## src/design/rta_pkg.sv

```systemverilog
// Shared types, constants and mask helper for the raster to twiddled address unit.
package rta_pkg;

    // Largest supported size exponent, the widths that follow from it, and the pixel and index widths.
    localparam int MAX_SIZE_LOG2 = 10;
    localparam int EXP_W         = 4;
    localparam int COUNT_W       = MAX_SIZE_LOG2 + 1;
    localparam int ADDR_W        = 20;
    localparam int CODE_W        = ADDR_W;
    localparam int PIXEL_W       = 32;
    localparam int CFG_IDX_W     = 2;

    // Configuration register indexes.
    localparam logic [CFG_IDX_W-1:0] CFG_WIDTH_LOG2  = CFG_IDX_W'(0);
    localparam logic [CFG_IDX_W-1:0] CFG_HEIGHT_LOG2 = CFG_IDX_W'(1);

    // Interleave masks and end-of-line limits for one texture shape.
    typedef struct packed {
        logic [CODE_W-1:0]  x_mask;
        logic [CODE_W-1:0]  y_mask;
        logic [COUNT_W-1:0] col_last;
        logic [COUNT_W-1:0] row_last;
    } t_shape;

    // Build the masks: the shorter axis alternates with the longer one in the
    // low bits, and the longer axis owns the leftover high bits.
    function automatic t_shape build_shape(input logic [EXP_W-1:0] wl_raw,
                                           input logic [EXP_W-1:0] hl_raw);
        logic [EXP_W-1:0] wl;
        logic [EXP_W-1:0] hl;
        logic [EXP_W-1:0] m;
        logic [EXP_W:0]   shared;
        logic [EXP_W+1:0] x_top;
        logic [EXP_W+1:0] y_top;
        t_shape           res;
        wl = (wl_raw > EXP_W'(MAX_SIZE_LOG2)) ? EXP_W'(MAX_SIZE_LOG2) : wl_raw;
        hl = (hl_raw > EXP_W'(MAX_SIZE_LOG2)) ? EXP_W'(MAX_SIZE_LOG2) : hl_raw;
        m = (wl < hl) ? wl : hl;
        shared = {m, 1'b0};
        x_top = {1'b0, shared} + {2'b00, wl - m};
        y_top = {1'b0, shared} + {2'b00, hl - m};
        for (int b = 0; b < CODE_W; b++) begin
            if (b < int'(shared)) begin
                res.x_mask[b] = (b % 2) == 1;
                res.y_mask[b] = (b % 2) == 0;
            end else begin
                res.x_mask[b] = b < int'(x_top);
                res.y_mask[b] = b < int'(y_top);
            end
        end
        for (int b = 0; b < COUNT_W; b++) begin
            res.col_last[b] = b < int'(wl);
            res.row_last[b] = b < int'(hl);
        end
        return res;
    endfunction

endpackage

```

## src/design/rta_shape_regs.sv

```systemverilog
// Size exponent registers and the registered interleave masks built from them.
module rta_shape_regs (
    input  logic                          i_clk,
    input  logic                          i_rst_n,
    input  logic                          i_cfg_we,
    input  logic [rta_pkg::CFG_IDX_W-1:0] i_cfg_index,
    input  logic [rta_pkg::EXP_W-1:0]     i_cfg_data,
    output rta_pkg::t_shape               o_shape,
    output logic                          o_restart
);

    logic [rta_pkg::EXP_W-1:0] r_width_log2;
    logic [rta_pkg::EXP_W-1:0] r_height_log2;
    logic [rta_pkg::EXP_W-1:0] n_width_log2;
    logic [rta_pkg::EXP_W-1:0] n_height_log2;
    rta_pkg::t_shape           r_shape;
    logic                      hit;

    // Decode a register write; unknown indexes leave everything unchanged.
    always_comb begin
        n_width_log2  = r_width_log2;
        n_height_log2 = r_height_log2;
        hit           = 1'b0;
        if (i_cfg_we) begin
            case (i_cfg_index)
                rta_pkg::CFG_WIDTH_LOG2: begin
                    n_width_log2 = i_cfg_data;
                    hit          = 1'b1;
                end
                rta_pkg::CFG_HEIGHT_LOG2: begin
                    n_height_log2 = i_cfg_data;
                    hit           = 1'b1;
                end
                default: begin
                    hit = 1'b0;
                end
            endcase
        end
    end

    // Masks are rebuilt from the new exponents so they are ready next cycle.
    always_ff @(posedge i_clk) begin
        if (!i_rst_n) begin
            r_width_log2  <= '0;
            r_height_log2 <= '0;
            r_shape       <= rta_pkg::build_shape('0, '0);
        end else begin
            r_width_log2  <= n_width_log2;
            r_height_log2 <= n_height_log2;
            r_shape       <= rta_pkg::build_shape(n_width_log2, n_height_log2);
        end
    end

    assign o_shape   = r_shape;
    assign o_restart = hit;

endmodule

```

## src/design/rta_code_counter.sv

```systemverilog
// Running x and y Morton codes and the raster position counters.
module rta_code_counter (
    input  logic                       i_clk,
    input  logic                       i_rst_n,
    input  logic                       i_restart,
    input  logic                       i_advance,
    input  rta_pkg::t_shape            i_shape,
    output logic [rta_pkg::ADDR_W-1:0] o_address,
    output logic                       o_is_last
);

    logic [rta_pkg::CODE_W-1:0]  r_x_code;
    logic [rta_pkg::CODE_W-1:0]  r_y_code;
    logic [rta_pkg::COUNT_W-1:0] r_col;
    logic [rta_pkg::COUNT_W-1:0] r_row;
    logic [rta_pkg::CODE_W-1:0]  n_x_code;
    logic [rta_pkg::CODE_W-1:0]  n_y_code;
    logic [rta_pkg::COUNT_W-1:0] n_col;
    logic [rta_pkg::COUNT_W-1:0] n_row;
    logic                        last_col;
    logic                        last_row;

    assign last_col = r_col >= i_shape.col_last;
    assign last_row = r_row >= i_shape.row_last;

    // Step to the next pixel; a masked add moves each code by one position.
    always_comb begin
        n_x_code = r_x_code;
        n_y_code = r_y_code;
        n_col    = r_col;
        n_row    = r_row;
        if (i_restart) begin
            n_x_code = '0;
            n_y_code = '0;
            n_col    = '0;
            n_row    = '0;
        end else if (i_advance) begin
            if (last_col) begin
                n_col    = '0;
                n_x_code = '0;
                if (last_row) begin
                    n_row    = '0;
                    n_y_code = '0;
                end else begin
                    n_row    = r_row + 1'b1;
                    n_y_code = (r_y_code - i_shape.y_mask) & i_shape.y_mask;
                end
            end else begin
                n_col    = r_col + 1'b1;
                n_x_code = (r_x_code - i_shape.x_mask) & i_shape.x_mask;
            end
        end
    end

    always_ff @(posedge i_clk) begin
        if (!i_rst_n) begin
            r_x_code <= '0;
            r_y_code <= '0;
            r_col    <= '0;
            r_row    <= '0;
        end else begin
            r_x_code <= n_x_code;
            r_y_code <= n_y_code;
            r_col    <= n_col;
            r_row    <= n_row;
        end
    end

    assign o_address = r_x_code | r_y_code;
    assign o_is_last = last_col & last_row;

endmodule

```

## src/design/rta_out_skid.sv

```systemverilog
// Output register with a skid stage so the input side keeps flowing.
module rta_out_skid (
    input  logic                        i_clk,
    input  logic                        i_rst_n,
    input  logic                        i_in_valid,
    output logic                        o_in_stall,
    input  logic [rta_pkg::ADDR_W-1:0]  i_address,
    input  logic [rta_pkg::PIXEL_W-1:0] i_pixel,
    input  logic                        i_is_last,
    output logic                        o_out_valid,
    input  logic                        i_out_stall,
    output logic [rta_pkg::ADDR_W-1:0]  o_address,
    output logic [rta_pkg::PIXEL_W-1:0] o_pixel,
    output logic                        o_is_last
);

    logic                        r_out_valid;
    logic [rta_pkg::ADDR_W-1:0]  r_out_address;
    logic [rta_pkg::PIXEL_W-1:0] r_out_pixel;
    logic                        r_out_last;
    logic                        r_sk_valid;
    logic [rta_pkg::ADDR_W-1:0]  r_sk_address;
    logic [rta_pkg::PIXEL_W-1:0] r_sk_pixel;
    logic                        r_sk_last;
    logic                        n_out_valid;
    logic [rta_pkg::ADDR_W-1:0]  n_out_address;
    logic [rta_pkg::PIXEL_W-1:0] n_out_pixel;
    logic                        n_out_last;
    logic                        n_sk_valid;
    logic [rta_pkg::ADDR_W-1:0]  n_sk_address;
    logic [rta_pkg::PIXEL_W-1:0] n_sk_pixel;
    logic                        n_sk_last;
    logic                        in_acc;
    logic                        out_acc;

    assign in_acc  = i_in_valid & ~r_sk_valid;
    assign out_acc = r_out_valid & ~i_out_stall;

    // Move the skid item forward first; otherwise a new item goes to the
    // output register when it is free, and to the skid stage when it is not.
    always_comb begin
        n_out_valid   = r_out_valid & ~out_acc;
        n_out_address = r_out_address;
        n_out_pixel   = r_out_pixel;
        n_out_last    = r_out_last;
        n_sk_valid    = r_sk_valid;
        n_sk_address  = r_sk_address;
        n_sk_pixel    = r_sk_pixel;
        n_sk_last     = r_sk_last;
        if (r_sk_valid && (out_acc || !r_out_valid)) begin
            n_out_valid   = 1'b1;
            n_out_address = r_sk_address;
            n_out_pixel   = r_sk_pixel;
            n_out_last    = r_sk_last;
            n_sk_valid    = 1'b0;
        end else if (in_acc) begin
            if (!r_out_valid || out_acc) begin
                n_out_valid   = 1'b1;
                n_out_address = i_address;
                n_out_pixel   = i_pixel;
                n_out_last    = i_is_last;
            end else begin
                n_sk_valid   = 1'b1;
                n_sk_address = i_address;
                n_sk_pixel   = i_pixel;
                n_sk_last    = i_is_last;
            end
        end
    end

    always_ff @(posedge i_clk) begin
        if (!i_rst_n) begin
            r_out_valid <= 1'b0;
            r_sk_valid  <= 1'b0;
        end else begin
            r_out_valid <= n_out_valid;
            r_sk_valid  <= n_sk_valid;
        end
    end

    // Payload registers need no reset.
    always_ff @(posedge i_clk) begin
        r_out_address <= n_out_address;
        r_out_pixel   <= n_out_pixel;
        r_out_last    <= n_out_last;
        r_sk_address  <= n_sk_address;
        r_sk_pixel    <= n_sk_pixel;
        r_sk_last     <= n_sk_last;
    end

    assign o_in_stall  = r_sk_valid;
    assign o_out_valid = r_out_valid;
    assign o_address   = r_out_address;
    assign o_pixel     = r_out_pixel;
    assign o_is_last   = r_out_last;

endmodule

```

## src/design/raster_to_twiddled_address_unit.sv

```systemverilog
// Top level of the raster to twiddled (Morton order) address unit.
//
// Usage: write width_log2 (index 0) and height_log2 (index 1) on the config
// port while the unit is idle; every write to either register restarts the
// texture at its first pixel. Exponents above 10 act as 10. Then send the
// pixels in raster order on the input channel (i_in_valid / o_in_stall).
// Each item comes back on the output channel (o_out_valid / i_out_stall)
// with its twiddled element index, the pixel itself and a last flag on the
// final pixel of the texture; the next pixel begins a new texture.
// An accepted item goes to the output register, or to the skid stage when
// that is held. One item is taken every cycle while o_in_stall is low; the
// masked add on the running codes sets that rate. Masks are registered from
// the exponents, so an item may follow a config write in the next cycle.
// When the receiver stalls, one further item is caught in a skid stage and
// o_in_stall then rises until it drains. After reset both exponents are
// zero (a 1x1 texture) and both channels are empty.
module raster_to_twiddled_address_unit (
    input  logic                          i_clk,
    input  logic                          i_rst_n,
    input  logic                          i_cfg_we,
    input  logic [rta_pkg::CFG_IDX_W-1:0] i_cfg_index,
    input  logic [rta_pkg::EXP_W-1:0]     i_cfg_data,
    input  logic                          i_in_valid,
    output logic                          o_in_stall,
    input  logic [rta_pkg::PIXEL_W-1:0]   i_pixel_value,
    output logic                          o_out_valid,
    input  logic                          i_out_stall,
    output logic [rta_pkg::ADDR_W-1:0]    o_twiddled_address,
    output logic [rta_pkg::PIXEL_W-1:0]   o_pixel_out,
    output logic                          o_is_last
);

    rta_pkg::t_shape            shape;
    logic                       restart;
    logic                       in_acc;
    logic [rta_pkg::ADDR_W-1:0] cur_address;
    logic                       cur_last;

    assign in_acc = i_in_valid & ~o_in_stall;

    // Configuration registers and interleave masks.
    rta_shape_regs u_shape (
        .i_clk       (i_clk),
        .i_rst_n     (i_rst_n),
        .i_cfg_we    (i_cfg_we),
        .i_cfg_index (i_cfg_index),
        .i_cfg_data  (i_cfg_data),
        .o_shape     (shape),
        .o_restart   (restart)
    );

    // Address of the current pixel; steps once per accepted item.
    rta_code_counter u_codes (
        .i_clk     (i_clk),
        .i_rst_n   (i_rst_n),
        .i_restart (restart),
        .i_advance (in_acc),
        .i_shape   (shape),
        .o_address (cur_address),
        .o_is_last (cur_last)
    );

    // Result register and skid stage.
    rta_out_skid u_out (
        .i_clk       (i_clk),
        .i_rst_n     (i_rst_n),
        .i_in_valid  (i_in_valid),
        .o_in_stall  (o_in_stall),
        .i_address   (cur_address),
        .i_pixel     (i_pixel_value),
        .i_is_last   (cur_last),
        .o_out_valid (o_out_valid),
        .i_out_stall (i_out_stall),
        .o_address   (o_twiddled_address),
        .o_pixel     (o_pixel_out),
        .o_is_last   (o_is_last)
    );

endmodule
```

## config.mk

```make
export PLATFORM = sky130hd
export DESIGN_NAME = raster_to_twiddled_address_unit
export DESIGN_NICKNAME = d
export VERILOG_FILES = /design/src/design/rta_pkg.sv /design/src/design/rta_shape_regs.sv /design/src/design/rta_code_counter.sv /design/src/design/rta_out_skid.sv /design/src/design/raster_to_twiddled_address_unit.sv
export SDC_FILE = /design/constraint.sdc
export NUM_CORES = 1
export LEC_CHECK = 0
export ABC_CLOCK_PERIOD_IN_PS = 5600
export CAP_MARGIN = 20
export CELL_PAD_IN_SITES_DETAIL_PLACEMENT = 1
export CELL_PAD_IN_SITES_GLOBAL_PLACEMENT = 1
export CORE_MARGIN = 2
export CORE_UTILIZATION = 42
export CTS_CLUSTER_SIZE = 30
export DETAILED_ROUTE_END_ITERATION = 16
export DONT_BUFFER_PORTS = 1
export PLACE_DENSITY_LB_ADDON = 0.25
export SETUP_SLACK_MARGIN = 0.5
export SYNTH_ARGS = -nofsm -noshare
export SYNTH_HDL_FRONTEND = slang
export SYNTH_SLANG_ARGS = --single-unit
```

## constraint.sdc

```tcl
create_clock -name i_clk -period 5.6 [get_ports i_clk]
set_input_delay 0.84 -clock i_clk [delete_from_list [all_inputs] [get_ports i_clk]]
set_output_delay 0.84 -clock i_clk [all_outputs]
set_load 0.005 [all_outputs]
```

Word level (Yosys, flattened, before mapping). Index checks and enable logic that the tools add are counted.

Flip-flop bits (word level): 240. Output and inout port bits: 55. Input port bits: 43. Logic and storage cells: 225.

Equality and inequality tests: 1. Add/subtract/negate cells: 8. Reductions and logical operators: 33. $lt $le $gt $ge: 87. Bitwise gates (word level): 13. Muxes and demuxes: 45.

Operators by type and width (number): 20-bit 2-to-1 mux (5); 4-bit by 6-bit < comparator with 1-bit output, first input constant (16); 32-bit 2-to-1 mux (3); 3-bit by 6-bit < comparator with 1-bit output, first input constant (8); 5-bit by 6-bit < comparator with 1-bit output, first input constant (8); 2-bit OR reduction (23); 20-bit bitwise AND (2); 4-bit by 5-bit < comparator with 1-bit output, first input constant (8); 20-bit subtractor (2); 3-bit by 4-bit < comparator with 1-bit output, first input constant (8); 1-bit 2-to-1 mux (28); 4-bit 2-to-1 mux (7); 1-bit by 6-bit < comparator with 1-bit output, first input constant (4); 2-bit by 6-bit < comparator with 1-bit output, first input constant (4); 4-bit < comparator, first input constant (6); 11-bit by 1-bit adder with 11-bit output, second input constant (2); 11-bit >= comparator (2); 11-bit 2-to-1 mux (2); 3-bit by 5-bit < comparator with 1-bit output, first input constant (4); 5-bit < comparator, first input constant (4); 20-bit OR (1); 1-bit by 4-bit < comparator with 1-bit output, first input constant (4); 2-bit by 4-bit < comparator with 1-bit output, first input constant (4); 5-bit by 4-bit adder with 6-bit output (2); 15 further kinds (30).

Longest topological paths before layout.
Word-level depth: 11. Gate-level depth with buffers: 23. Mapped depth without buffers: 23.

Cells and area by module. From an unflattened synthesis, not the netlist that was laid out.

Cells, all modules: 1159. Area, all modules: 12291.8 sq um.

Modules (own cells, without submodules): rta_code_counter (instances 1, sequential area each 1241.2 sq um, cells an instance 593, area an instance 4814.6 sq um); rta_out_skid (instances 1, sequential area each 3223.1 sq um, cells an instance 173, area an instance 3922.5 sq um); rta_shape_regs (instances 1, sequential area each 1401.3 sq um, cells an instance 392, area an instance 3540.9 sq um); raster_to_twiddled_address_unit (instances 1, sequential area each 0.0 sq um, cells an instance 1, area an instance 13.8 sq um).

Worst setup path before layout. Ideal clock, no wire load.

Path kind: input port to flip-flop. From: input i_cfg_index[1] (netlist bit). To: register u_shape.r_shape (netlist bit u_shape.o_shape[55]). Arrival time: 5489 ps. Buffers on the path: 0. Stages: 19. Path slack: -17 ps. Setup time: 128 ps. Required time: 5472 ps. Path through: nand3b_2 > mux2i_1 > inv_1 > nor2_1 > inv_1 > ha_1 > a21o_1 > a21o_1 > o22ai_1 > inv_1 > ha_1 > inv_1 > fa_1 > ha_1 > fa_1 > xor2_1 > and2_1 > a2111oi_1 > nor2_1.

Longest elaborated chain between the ends: 11. Elaborated cells on any way between the ends: 17. Those cells by class: 2 x add/sub; 5 x order compare; 1 x eq/ne; 8 x mux; 1 x reduce/logical.

Ends and longest elaborated chain: start, declared (RTL line raster_to_twiddled_address_unit.sv:21) `input logic [rta_pkg::CFG_IDX_W-1:0] i_cfg_index,`; 2-bit by 1-bit equality test with 1-bit output or 2-bit zero test (tied branches) (RTL line rta_shape_regs.sv:25) `case (i_cfg_index)`; 4-bit 2-to-1 mux (RTL line rta_shape_regs.sv:25); 4-bit 2-to-1 mux (RTL line rta_shape_regs.sv:24) `if (i_cfg_we) begin`; 4-bit greater-than comparator, on equally long branches (RTL line rta_pkg.sv:37, rta_pkg.sv:36); 4-bit 2-to-1 mux, on equally long branches (RTL line rta_pkg.sv:37, rta_pkg.sv:36); 4-bit < comparator (RTL line rta_pkg.sv:38) `m = (wl < hl) ? wl : hl;`; 4-bit 2-to-1 mux (RTL line rta_pkg.sv:38); 4-bit subtractor (RTL line rta_pkg.sv:40) `x_top = {1'b0, shared} + {2'b00, wl - m};`; 5-bit by 4-bit adder with 6-bit output (RTL line rta_pkg.sv:40); 4-bit by 6-bit < comparator with 1-bit output (RTL line rta_pkg.sv:47) `res.x_mask[b] = b < int'(x_top);`; 1-bit 2-to-1 mux * (RTL line rta_pkg.sv:43) `if (b < int'(shared)) begin`; end signal, assigned (RTL line rta_shape_regs.sv:46) `r_shape <= rta_pkg::build_shape('0, '0);`; end signal, assigned (RTL line rta_shape_regs.sv:50) `r_shape <= rta_pkg::build_shape(n_width_log2, n_height_log2);`; end, declared (RTL line rta_shape_regs.sv:16) `rta_pkg::t_shape r_shape;`.

Mark *: on every way between the ends. The rest lies on a longest branch, timed or not. A chain may end at the register's enable or synchronous reset.

Worst setup path in the final report.
From: input i_cfg_index[1] (netlist bit). To: register u_shape.r_shape (netlist bit u_shape.o_shape[45]).

Longest elaborated chain between the ends: 11. Elaborated cells on any way between the ends: 17. Those cells by class: 2 x add/sub; 5 x order compare; 1 x eq/ne; 8 x mux; 1 x reduce/logical.

Ends and longest elaborated chain (RTL line): 2-bit by 1-bit equality test with 1-bit output or 2-bit zero test (tied branches) (rta_shape_regs.sv:25); 4-bit 2-to-1 mux (rta_shape_regs.sv:25); 4-bit 2-to-1 mux (rta_shape_regs.sv:24); 4-bit greater-than comparator, on equally long branches (rta_pkg.sv:37, rta_pkg.sv:36); 4-bit 2-to-1 mux, on equally long branches (rta_pkg.sv:37, rta_pkg.sv:36); 4-bit < comparator (rta_pkg.sv:38); 4-bit 2-to-1 mux (rta_pkg.sv:38); 4-bit subtractor (rta_pkg.sv:40); 5-bit by 4-bit adder with 6-bit output (rta_pkg.sv:40); 2-bit by 6-bit < comparator with 1-bit output (rta_pkg.sv:47); 1-bit 2-to-1 mux * (rta_pkg.sv:43).

Marked as above.

==> flow_summary.toml <==
[outcome]
run_status = "finished clean"

[timing]
setup_violations = 0
period_minus_slack_ps = 4812
fmaxAchievable_mhz = 207.8
slew_at_the_pin_closest_to_its_max_slew_limit_ps = 960.1
slew_violations = 0
setup_repair_after_global_routing_missed_its_margin = "no"
fin_crit_sh_pct = 85.92
normalized_max_slew_margin_pct = 35.92
hold_viol = 0
fin_skew_ps = 23.65
setup_total_negative_slack_ps = 0

[yosys]
synthesis.instances = 1095
post_synth_and_or_nand_nor_area_fraction_pct = 13.63
yosysWarnings = 0
yosys.area_share.adder_pct = 9.271
dominant_combinational_cell_family_by_area_after_synthesis = "simple AND/OR/NAND/NOR gates"
number_of_enable_type_register_cells_in_the_synthesized_netlist = 106
synth.yosys.seq_area_share_pct = 50.19
synthArstFlopShare_pct = 0
avgSynthCellArea_um2 = 10.67
synth_xor_xnor_area_share_pct = 4.346
ff_latch_count_synth = 240
synth_cell_types = 77
yosys_most_used_dff = "dfxtp_1"
syn_area_mm2 = 0.01169
synth_compound_area_share_pct = 12.50
synth.mux.area_fraction_pct = 6.134

[final_layout]
final_net_count = 1248
layout_common_cells = "dfxtp_1, edfxtp_1, inv_1, nor2_1, ha_1"
layout_cell_share_with_drive_strength_beyond_1_pct = 15.22
area.growth.synth_to_final_pct = 12.56
layout.cell_area.non_filler_mm2 = 0.01316
layout.cells.most_common = "dfxtp_1"
diodes = 0

[grt]
vias_in_the_first_global_route = 8610
grt_start_max_net_pins = 55
grt.total_usage_pct = 19.65
globalRouteOverflowTotal = 0
initial_antenna_violation_count = 0
grt_pass1_wl_mm = 45.93

[min_path]
hp-class = "in -> reg"

[setup_path]
path_max_fanout = 10
critPathCaptureType = "flip-flop"
delay_heaviest_family_cp = "compound AO/OA/AOI/OAI gates"
critical_path_class = "in -> reg"
critical_path_cell_with_the_highest_stage_delay = "mux2_4"
worst-endpoint-arrival_ps = 5230
cp_cell_sequence = "nand3b_4 -> mux2i_4 -> inv_2 -> nor2_4 -> inv_1 -> ha_1 -> a21o_1 -> a21o_1 -> a41oi_4 -> mux2_4 -> clkinv_4 -> ha_1 -> a21o_1 -> a21oi_1 -> xor2_1 -> ha_1 -> a21o_1 -> nor2_1 -> a31o_2 -> nand2b_1 -> nor2_2 -> a31oi_1"
max_stage_delay_ps = 390
critPathLaunchType = "input pin"
timing.critical_path.buf_inv = 3
timing.critical_path.required_ps = 6020
critical_path.most_common_cell = "a21o_1"

[drt]
drc_errors = 0
wl_per_cell_um = 18.62
drt_pre_antenna_iters = 4
postRouteAntennaNets = 0
via_per_inst = 5.348
total_routed_wirelength_mm = 28.32
starting_drc_count_in_detailed_routing = 318
num_vias = 8134

[power_and_ir_drop]
total_design_power_mw = 5.062
pwr_density_cell_mw_per_mm2 = 384.8
p_leak_nw = 5.304
vdd_ir_drop_max_uv = 240.3

[die]
fp.coreArea_mm2 = 0.02755
placement_rows = 61
starting_utilization_of_the_core_area_pct = 42.42
die_outline_area_mm2 = 0.02918
dieHeight_um = 170.8
die_w_um = 170.8
num_io_pins = 98

[place]
port_buffers = 0
place.detailed.hpwl_mm = 21.00
finalWeightedCongestion = 0.8560
postPlaceCellArea_mm2 = 0.01226

[job]
drv_cap = 0

[clock_network]
cts-htree-levels = 1
path_clk_slew_ps = 60
cts_buffers = 27
clock_path_buffers = 3
tritoncts_num_sinks = 240
clockRootBuffer = "clkbuf_16"
cts_tree = "done"
worstSkewPairLatency_ps = 550
-- worst paths after layout --
check / startpoint / endpoint / slack, ps / cells after the start
max reg2reg: u_shape.r_height_log2[3] / u_shape.o_shape[45] / 1050 / 21
min reg2reg: u_codes.r_y_code[19] / u_codes.r_y_code[19] / 480 / 1
min: i_pixel_value[5] / u_out.r_sk_pixel[5] / 390 / 0
max: i_cfg_index[1] / u_shape.o_shape[45] / 790 / 22
-- worst reg2reg max path, delay by kind of cell (launching register included) --
family	cells	cell delay [ps]
AO/OA/AOI/OAI	8	1510
XOR/XNOR	1	170
adder cells (fa/ha/maj)	3	880
buffers and inverters	3	290
flip-flops	1	320
multiplexers	2	540
AND/OR/NAND/NOR	4	720
-- synth_stat cells (all sizes together), types with 4 or more instances --
library cell,count,area share (%)
ha,77,8.2
a2111oi,4,0.31
nand2,64,2.1
fa,6,1.0
mux2,56,5.4
nor3,19,0.95
a31oi,11,0.59
a21oi,74,3.2
edfxtp,106,27
nand3,20,0.96
and2,6,0.36
and3,9,0.48
o41ai,4,0.30
a211oi,9,0.62
clkbuf,19,0.61
or2,28,1.5
a32o,21,1.8
buf,5,0.26
xor2,26,1.9
o21a,9,0.58
dfxtp,134,23
or3,4,0.21
o21bai,5,0.32
nand4,21,1.1
xnor2,32,2.4
nand2b,20,1.1
o31ai,5,0.32
nor2b,16,0.86
mux2i,7,0.71
o21ai,39,1.7
nor2,92,3.0
inv,91,2.9
a21o,18,1.2
-- cells by family (layout without fill, tap and decap cells) --
family / Yosys count / count (layout)
simple gates: 314 / 314
flops: 240 / 240
compound gates: 219 / 219
buf+inv: 117 / 164
fa+ha+maj: 83 / 83
mux: 63 / 63
xor+xnor: 58 / 58
other cells: 1 / 2
-- layout make-up --
cell class / instances / area [um2]
fill: 2957 / 14400
sequential: 240 / 5866
multi-input combinational: 739 / 5441
clock buffer: 29 / 683.2
tap: 378 / 473.0
inverter: 93 / 354.1
timing repair buffer: 21 / 170.2
clock inverter: 21 / 167.7
-- state kept, by name, indices dropped and copies added, names as in the netlist, 4 cells and up --
name	count
u_codes.r_col	11
u_codes.r_row	11
u_codes.r_x_code	20
u_codes.r_y_code	20
u_out.o_address	20
u_out.o_pixel	32
u_out.r_sk_address	20
u_out.r_sk_pixel	32
u_shape.o_shape	62
u_shape.r_height_log2	4
u_shape.r_width_log2	4
-- report_power, final --
| part | internal [mW] | switching, mW |
|---|---|---|
| Combinational | 0.535 | 0.766 |
| Clock | 0.939 | 0.738 |
| Sequential | 1.98 | 0.101 |
-- stage by stage --
step	worst slack (ps)	hold slack [ps]	cells	util [%]
2_1_floorplan	511.2	430.6	1096	-
3_3_place_gp	303.0	443.3	1469	44.51
3_5_place_dp	163.0	471.0	1469	44.51
4_1_cts	723.3	368.2	1519	47.60
5_1_grt	504.8	370.0	1521	47.75
6_report	788.3	386.1	1521	47.75
-- timing repair --
item,4_1_cts,5_1_grt
setup buffers,0,1
endpoints found under the setup margin,0,17
hold buffers,0,0
resized for setup,0,3
-- per-layer routing --
| metal | wire length (um) | up-vias | GRT usage (%) | part of all wire, % |
|---|---|---|---|---|
| li1 | - | 3973 | - | - |
| met1 | 13340 | 3967 | 26.30 | 47 |
| met2 | 13020 | 153 | 33.08 | 46 |
| met3 | 1302 | 41 | 3.238 | 4.6 |
| met4 | 663 | 0 | 5.232 | 2.3 |
| met5 | 0 | - | 0 | 0 |
Note: power is estimated with default switching activity, not from simulation.
